### src/rtl/token_frequency_table_macros.svh
// ----------------------------------------------------------------------------
// token_frequency_table assertion macros
// Shared concurrent assertion forms, disabled while reset is held.
// ----------------------------------------------------------------------------
`ifndef TOKEN_FREQUENCY_TABLE_MACROS_SVH
`define TOKEN_FREQUENCY_TABLE_MACROS_SVH

// check a property at every clock edge outside reset
`define TFT_ASSERT(lbl, clk, rst_n, prop, msg) \
    lbl: assert property (@(posedge clk) disable iff (!rst_n) (prop)) else $error(msg);

// check that a condition is followed by a consequence in the next cycle
`define TFT_ASSERT_NEXT(lbl, clk, rst_n, ante, cons, msg) \
    lbl: assert property (@(posedge clk) disable iff (!rst_n) (ante) |=> (cons)) else $error(msg);

`endif

### src/rtl/tft_pkg.sv
// ----------------------------------------------------------------------------
// tft_pkg
// Constants, codes and controller/datapath interface types.
// ----------------------------------------------------------------------------
package tft_pkg;

    localparam int TABLE_DEPTH = 64;
    localparam int COUNT_WIDTH = 16;

    localparam int IDX_W      = (TABLE_DEPTH > 1) ? $clog2(TABLE_DEPTH) : 1;
    localparam int USED_W     = $clog2(TABLE_DEPTH + 1);
    localparam int KEY_LO_W   = 64;
    localparam int KEY_HI_W   = 16;
    localparam int KEY_W      = KEY_LO_W + KEY_HI_W;
    localparam int OUT_CNT_W  = 16;
    localparam int STATUS_W   = 3;
    localparam int IN_DATA_W  = KEY_W;
    localparam int OUT_DATA_W = KEY_W + OUT_CNT_W;

    localparam logic KIND_COUNT = 1'b0;
    localparam logic KIND_DUMP  = 1'b1;

    typedef enum logic [STATUS_W-1:0] {
        STAT_INC   = 3'd0,
        STAT_INS   = 3'd1,
        STAT_FULL  = 3'd2,
        STAT_DUMP  = 3'd3,
        STAT_EMPTY = 3'd4
    } t_status;

    typedef enum logic [2:0] {
        S_IDLE,
        S_CMP,
        S_LOOK,
        S_UPD,
        S_SCAN,
        S_KRD,
        S_DEMIT,
        S_DEMPTY
    } t_state;

    typedef struct packed {
        logic load;
        logic cmp;
        logic look;
        logic upd;
        logic dump_start;
        logic scan;
        logic key_rd;
        logic emit_dump;
        logic emit_empty;
    } t_cmd;

    typedef struct packed {
        logic out_free;
        logic used_zero;
        logic scan_done;
        logic dump_last;
    } t_sts;

    function automatic logic [OUT_CNT_W-1:0] to_out_count(input logic [COUNT_WIDTH-1:0] c);
        logic [31:0] w;
        w = 32'(c);
        return w[OUT_CNT_W-1:0];
    endfunction

endpackage

### src/rtl/tft_ctrl.sv
// ----------------------------------------------------------------------------
// tft_ctrl
// Sequencer for count updates and frequency-ordered dumps.
// ----------------------------------------------------------------------------
module tft_ctrl import tft_pkg::*; (
    input  logic i_clk,
    input  logic i_rst_n,
    input  logic i_in_valid,
    input  logic i_in_kind,
    output logic o_in_ready,
    input  t_sts i_sts,
    output t_cmd o_cmd
);

    t_state r_state;
    t_state n_state;

    always_ff @(posedge i_clk) begin
        if (!i_rst_n) begin
            r_state <= S_IDLE;
        end else begin
            r_state <= n_state;
        end
    end

    always_comb begin
        n_state = r_state;
        case (r_state)
            S_IDLE: begin
                if (i_in_valid) begin
                    if (i_in_kind == KIND_DUMP) begin
                        n_state = i_sts.used_zero ? S_DEMPTY : S_SCAN;
                    end else begin
                        n_state = S_CMP;
                    end
                end
            end
            S_CMP:  n_state = S_LOOK;
            S_LOOK: n_state = S_UPD;
            S_UPD: begin
                if (i_sts.out_free) n_state = S_IDLE;
            end
            S_SCAN: begin
                if (i_sts.scan_done) n_state = S_KRD;
            end
            S_KRD:  n_state = S_DEMIT;
            S_DEMIT: begin
                if (i_sts.out_free) n_state = i_sts.dump_last ? S_IDLE : S_SCAN;
            end
            S_DEMPTY: begin
                if (i_sts.out_free) n_state = S_IDLE;
            end
            default: n_state = S_IDLE;
        endcase
    end

    always_comb begin
        o_cmd      = '0;
        o_in_ready = 1'b0;
        case (r_state)
            S_IDLE: begin
                o_in_ready       = i_rst_n;
                o_cmd.load       = i_in_valid;
                o_cmd.dump_start = i_in_valid && (i_in_kind == KIND_DUMP);
            end
            S_CMP:    o_cmd.cmp        = 1'b1;
            S_LOOK:   o_cmd.look       = 1'b1;
            S_UPD:    o_cmd.upd        = i_sts.out_free;
            S_SCAN:   o_cmd.scan       = 1'b1;
            S_KRD:    o_cmd.key_rd     = 1'b1;
            S_DEMIT:  o_cmd.emit_dump  = i_sts.out_free;
            S_DEMPTY: o_cmd.emit_empty = i_sts.out_free;
            default: begin
                o_cmd      = '0;
                o_in_ready = 1'b0;
            end
        endcase
    end

endmodule

### config.mk
export PLATFORM = sky130hd
export DESIGN_NAME = tft_ctrl
export DESIGN_NICKNAME = d
export VERILOG_FILES = /design/src/rtl/token_frequency_table_macros.svh /design/src/rtl/tft_pkg.sv /design/src/rtl/tft_ctrl.sv
export SDC_FILE = /design/constraint.sdc
export NUM_CORES = 1
export LEC_CHECK = 0
export BUFFER_PORTS_ARGS = -buffer_cell sky130_fd_sc_hd__buf_2
export CAP_MARGIN = 15
export CORE_AREA = 2 2 39 41
export CTS_CLUSTER_DIAMETER = 150
export DETAILED_ROUTE_END_ITERATION = 12
export DIE_AREA = 0 0 41 43
export GPL_TIMING_DRIVEN = 1
export RECOVER_POWER = 25
export SLEW_MARGIN = 20
export SYNTH_ARGS = -nofsm -noshare
export SYNTH_HDL_FRONTEND = slang
export SYNTH_SLANG_ARGS = --single-unit
### constraint.sdc
create_clock -name i_clk -period 1.66 [get_ports i_clk]
set_input_delay 0.166 -clock i_clk [delete_from_list [all_inputs] [get_ports i_clk]]
set_output_delay 0.166 -clock i_clk [all_outputs]
set_load 0.03 [all_outputs]
Yosys cells after proc, flatten, opt, wreduce, memory -nomap -nowiden --
Index checks and enable logic that the tools add are counted.
Storage, ports and cells: bits in registers 3, logic and storage cells 34, input bits 8, output and inout port bits 10
Operators by class: reductions and logical operators 4, equal/unequal tests 11, muxes and demuxes 18
Operators by type and width (count):
- 3-bit case mux with 7 select lines | 1
- 3-bit 2-to-1 mux | 6
- 3-bit equality test (second input constant) | 4
- 1-bit 2-to-1 mux | 10
- 3-bit by 2-bit equality test with 1-bit output (second input constant) | 2
- 2-bit inequality test (second input constant) | 3
- 4-bit AND reduction | 1
- 3-bit by 1-bit equality test with 1-bit output (second input constant) | 1
- 3-bit logical NOT | 1
- 2-bit 2-to-1 mux | 1
- 2-bit by 1-bit inequality test with 1-bit output (second input constant) | 1
- 2-bit OR reduction | 1
- 1-bit logical AND | 1

Logic depth before layout (Yosys ltp) --
depth after elaboration 4, depth in mapped cells 4, mapped depth without buffers 3

Least setup slack after synthesis --
OpenSTA, ideal clock, no wires.
path kind reg-to-output, from register r_state[2], to output o_cmd[2] (netlist name), slack 0.216 ns, arrival 1.278 ns, cell stages (with the launch flop) 4, required time 1.494 ns, path buffers 1, path through dfxtp_1 -> buf_2 -> inv_1 -> nor3_1
RTL lines:
- start, declared | RTL line tft_ctrl.sv:15 | t_state r_state;
- start signal, assigned | RTL line tft_ctrl.sv:22 | r_state <= n_state;
- end, declared | RTL line tft_ctrl.sv:12 | output t_cmd o_cmd

Final worst setup path --
from register r_state[1], to register r_state[1]
On the way: cells in the longest elaborated chain, start to end 4, elaborated cells on any way between the ends 15, those cells by class eq/ne (11); mux (1); reduce/logical (3)
Ends and longest elaborated chain:
- 3-bit equality test / 3-bit by 2-bit equality test with 1-bit output (equally long branches) | RTL line tft_ctrl.sv:28 | case (r_state)
- 2-bit OR reduction (no line)
- 2-bit by 1-bit inequality test with 1-bit output (no line)
- 4-bit AND reduction (no line)
Several ways; a longest one is shown, not always the timed one. A chain may end at the register's enable or synchronous reset.

==> results.toml <==
[outcome]
outcome = "complete, no violations"

[final_layout]
stdcell_area_um2 = 415.4
top_register = "r_state"
fillers = 153
layout_common_cells = "buf_2 (15), nor3_1 (4), nand3_1 (4), nor2_1 (4)"
fin_nets = 69
final_util_pct = 30.02
final_common_cell = "buf_2"
drive_above_1_share_pct = 38.33
reg.largest.list = "r_state (3)"
final-seq-area_um2 = 60.06
final_cells = 76
largest_reg_flops = 3
syn2layout_area_growth_pct = 49.55
n_antenna_cell = 0
multi_input_area_um2 = 196.4

[timing]
tns_ps = 0
tightest_slew_ps = 363.8
finClkSkew_ps = 2.088
fin_crit_ps = 1558
holdWs_ps = 225.1
final-hold-violation-count = 0
max_clock_freq_mhz = 642.0
min_period_over_period_pct = 93.84
slew_headroom_pct = 75.85
layout_setup_ws_ps = 102.3
rsz0062_at_grt = "false"
setup_viol = 0
drv_slew = 0

[global_route]
busiest_layer = "met2"
grtUsageMet3_pct = 6.283
global_route.usage.met1_pct = 13.14
grt_pass1_vias = 320
grt_pass1_wl_um = 1331
grt_overflow = 0
use_met2_pct = 17.19
track_usage_pct = 11.43
antenna_found_initial = 0
grt_max_degree = 11

[power]
p_comb_share_pct = 48.7
power_density_nw_per_um2 = 1180
ir_drop_mv = 0.5123
p_clk_share_pct = 27.3
p_seq_share_pct = 24.0
swShare_pct = 44.74
total_power_mw = 0.4902
power.switching_mw = 0.2193
p_int_mw = 0.2709
power.leakage_nw = 0.2076

[worst_setup_path]
timing.rr.end = "r_state[1]"
path_class = "reg -> reg"
reg2reg_depth = 3
path_cells = "and3b_1, or4_4, o311a_1"
critPathArrivalTime_ps = 1680
r2r_slack_ps = 100
crit_path_top_delay_cell = "or4_4"
crit_family = "simple AND/OR/NAND/NOR gates"
cp.buffers_inverters = 0
cp_max_fo = 10
r2r_start = "r_state[1]"
cp.required_ps = 1780
endpoint_kind = "flip-flop"
worstSetupStartpointType = "flip-flop"
slowest_delay_ps = 550

[placed_design]
io_buffer_count = 17
place_inst = 72
pre_cts_ws_ps = 113.8
hpwl_um = 604.7
post_dp_cell_area_um2 = 391.6
place.gp.congestion = 0.7988

[clock_tree]
root_buffer = "clkbuf_4"
clk_latency_ps = 240
cts_buffer_depth = 2
cts_buffers = 3
cts_tree = "yes"
clock_sinks = 3
post_cts_resized = 0
post-cts-setup-buffers = 0
h-tree-depth = 1
path_clk_slew_ps = 40
ctsHoldBuffers = 0

[synthesis]
ys_ff_latch = 3
synth_area_um2 = 277.8
synth.distinct_cells = 21
ys_seq_area_share_pct = 21.62
synth.avg_cell_area_um2 = 7.122
syn_nets = 47
yosysWarnings = 0
netlist_instances = 39

[route]
drc = 0
drtIter0Drc = 8
wl_per_cell_um = 10.66
vias = 366
ant_nets = 0
firstDrtPassIters = 4
via_per_inst = 4.816
wl_um = 810

[floorplanning]
die_w_um = 41
die_area_um2 = 1763
std_cell_rows = 14
io_pins = 18
die_h_um = 43
start_util_pct = 20.07
core-area_um2 = 1384

[min_path]
holdPathEnd = "r_state[0]"
worst_hold_path.num_cells = 3
hold_class = "in -> reg"
hold_start = "i_rst_n"

[job]
max_cap_viol_count = 0
area by class of cell:
class | instances | share of cell area, %
multi-input combinational | 31 | 47.29
tap | 16 | 4.819
sequential | 3 | 14.46
timing repair buffer | 20 | 25.30
clock buffer | 4 | 6.325
inverter | 2 | 1.807
power by group through the flow:
| stage | clock, mW | sequential [mW] | combinational, mW |
|---|---|---|---|
| floorplan | 0 | 0.0975 | 0.187 |
| global placement | 0 | 0.116 | 0.242 |
| detailed placement | 0 | 0.117 | 0.241 |
| CTS | 0.141 | 0.117 | 0.243 |
| global route | 0.151 | 0.122 | 0.259 |
| finish | 0.134 | 0.118 | 0.238 |
cells in the mapped netlist:
| library cell | n | area share (%) |
|---|---|---|
| nand3_1 | 4 | 7.2 |
| nor2_1 | 4 | 5.4 |
| nor3_1 | 4 | 7.2 |
| and2_1 | 3 | 6.8 |
| dfxtp_1 | 3 | 22 |
| o21ai_0 | 3 | 5.4 |
| and3_1 | 2 | 4.5 |
| buf_2 | 2 | 3.6 |
| inv_1 | 2 | 2.7 |
| a21oi_1 | 1 | 1.8 |
| and3b_1 | 1 | 3.2 |
| and3b_2 | 1 | 3.6 |
| clkbuf_1 | 1 | 1.4 |
| mux2i_1 | 1 | 3.6 |
| nand2_1 | 1 | 1.4 |
| nor4_1 | 1 | 2.3 |
| nor4b_1 | 1 | 3.2 |
| o221a_1 | 1 | 4.1 |
| o311a_1 | 1 | 3.6 |
| or4_4 | 1 | 4.1 |
| or4b_1 | 1 | 3.6 |
worst max-delay path by stage:
stage | end | depth (start not counted) | start
CTS | r_state[1] | 3 | r_state[1]
floorplan | o_cmd[2] | 3 | r_state[2]
finish | r_state[1] | 3 | r_state[1]
global placement | r_state[1] | 3 | r_state[1]
detailed placement | r_state[1] | 3 | r_state[1]
global route | o_cmd[3] | 4 | r_state[2]
metal layers:
layer	share of wire (%)	wire length (µm)
met4	0	0
met1	45	365
met2	46	376
met3	8.4	68
met5	0	0
cells by family after synthesis:
group	Yosys count	synth area share (%)
flip-flops	3	21.62
AO/OA/AOI/OAI	6	14.86
buffers and inverters	5	7.658
AND/OR/NAND/NOR	24	52.25
multiplexers	1	3.604
tightest hold or removal path, delay by kind of cell:
family	cells	cell delay, ps
compound gates	1	60
simple gates	1	70
buf+inv	1	130
Note: power is estimated with default switching activity, not from simulation.
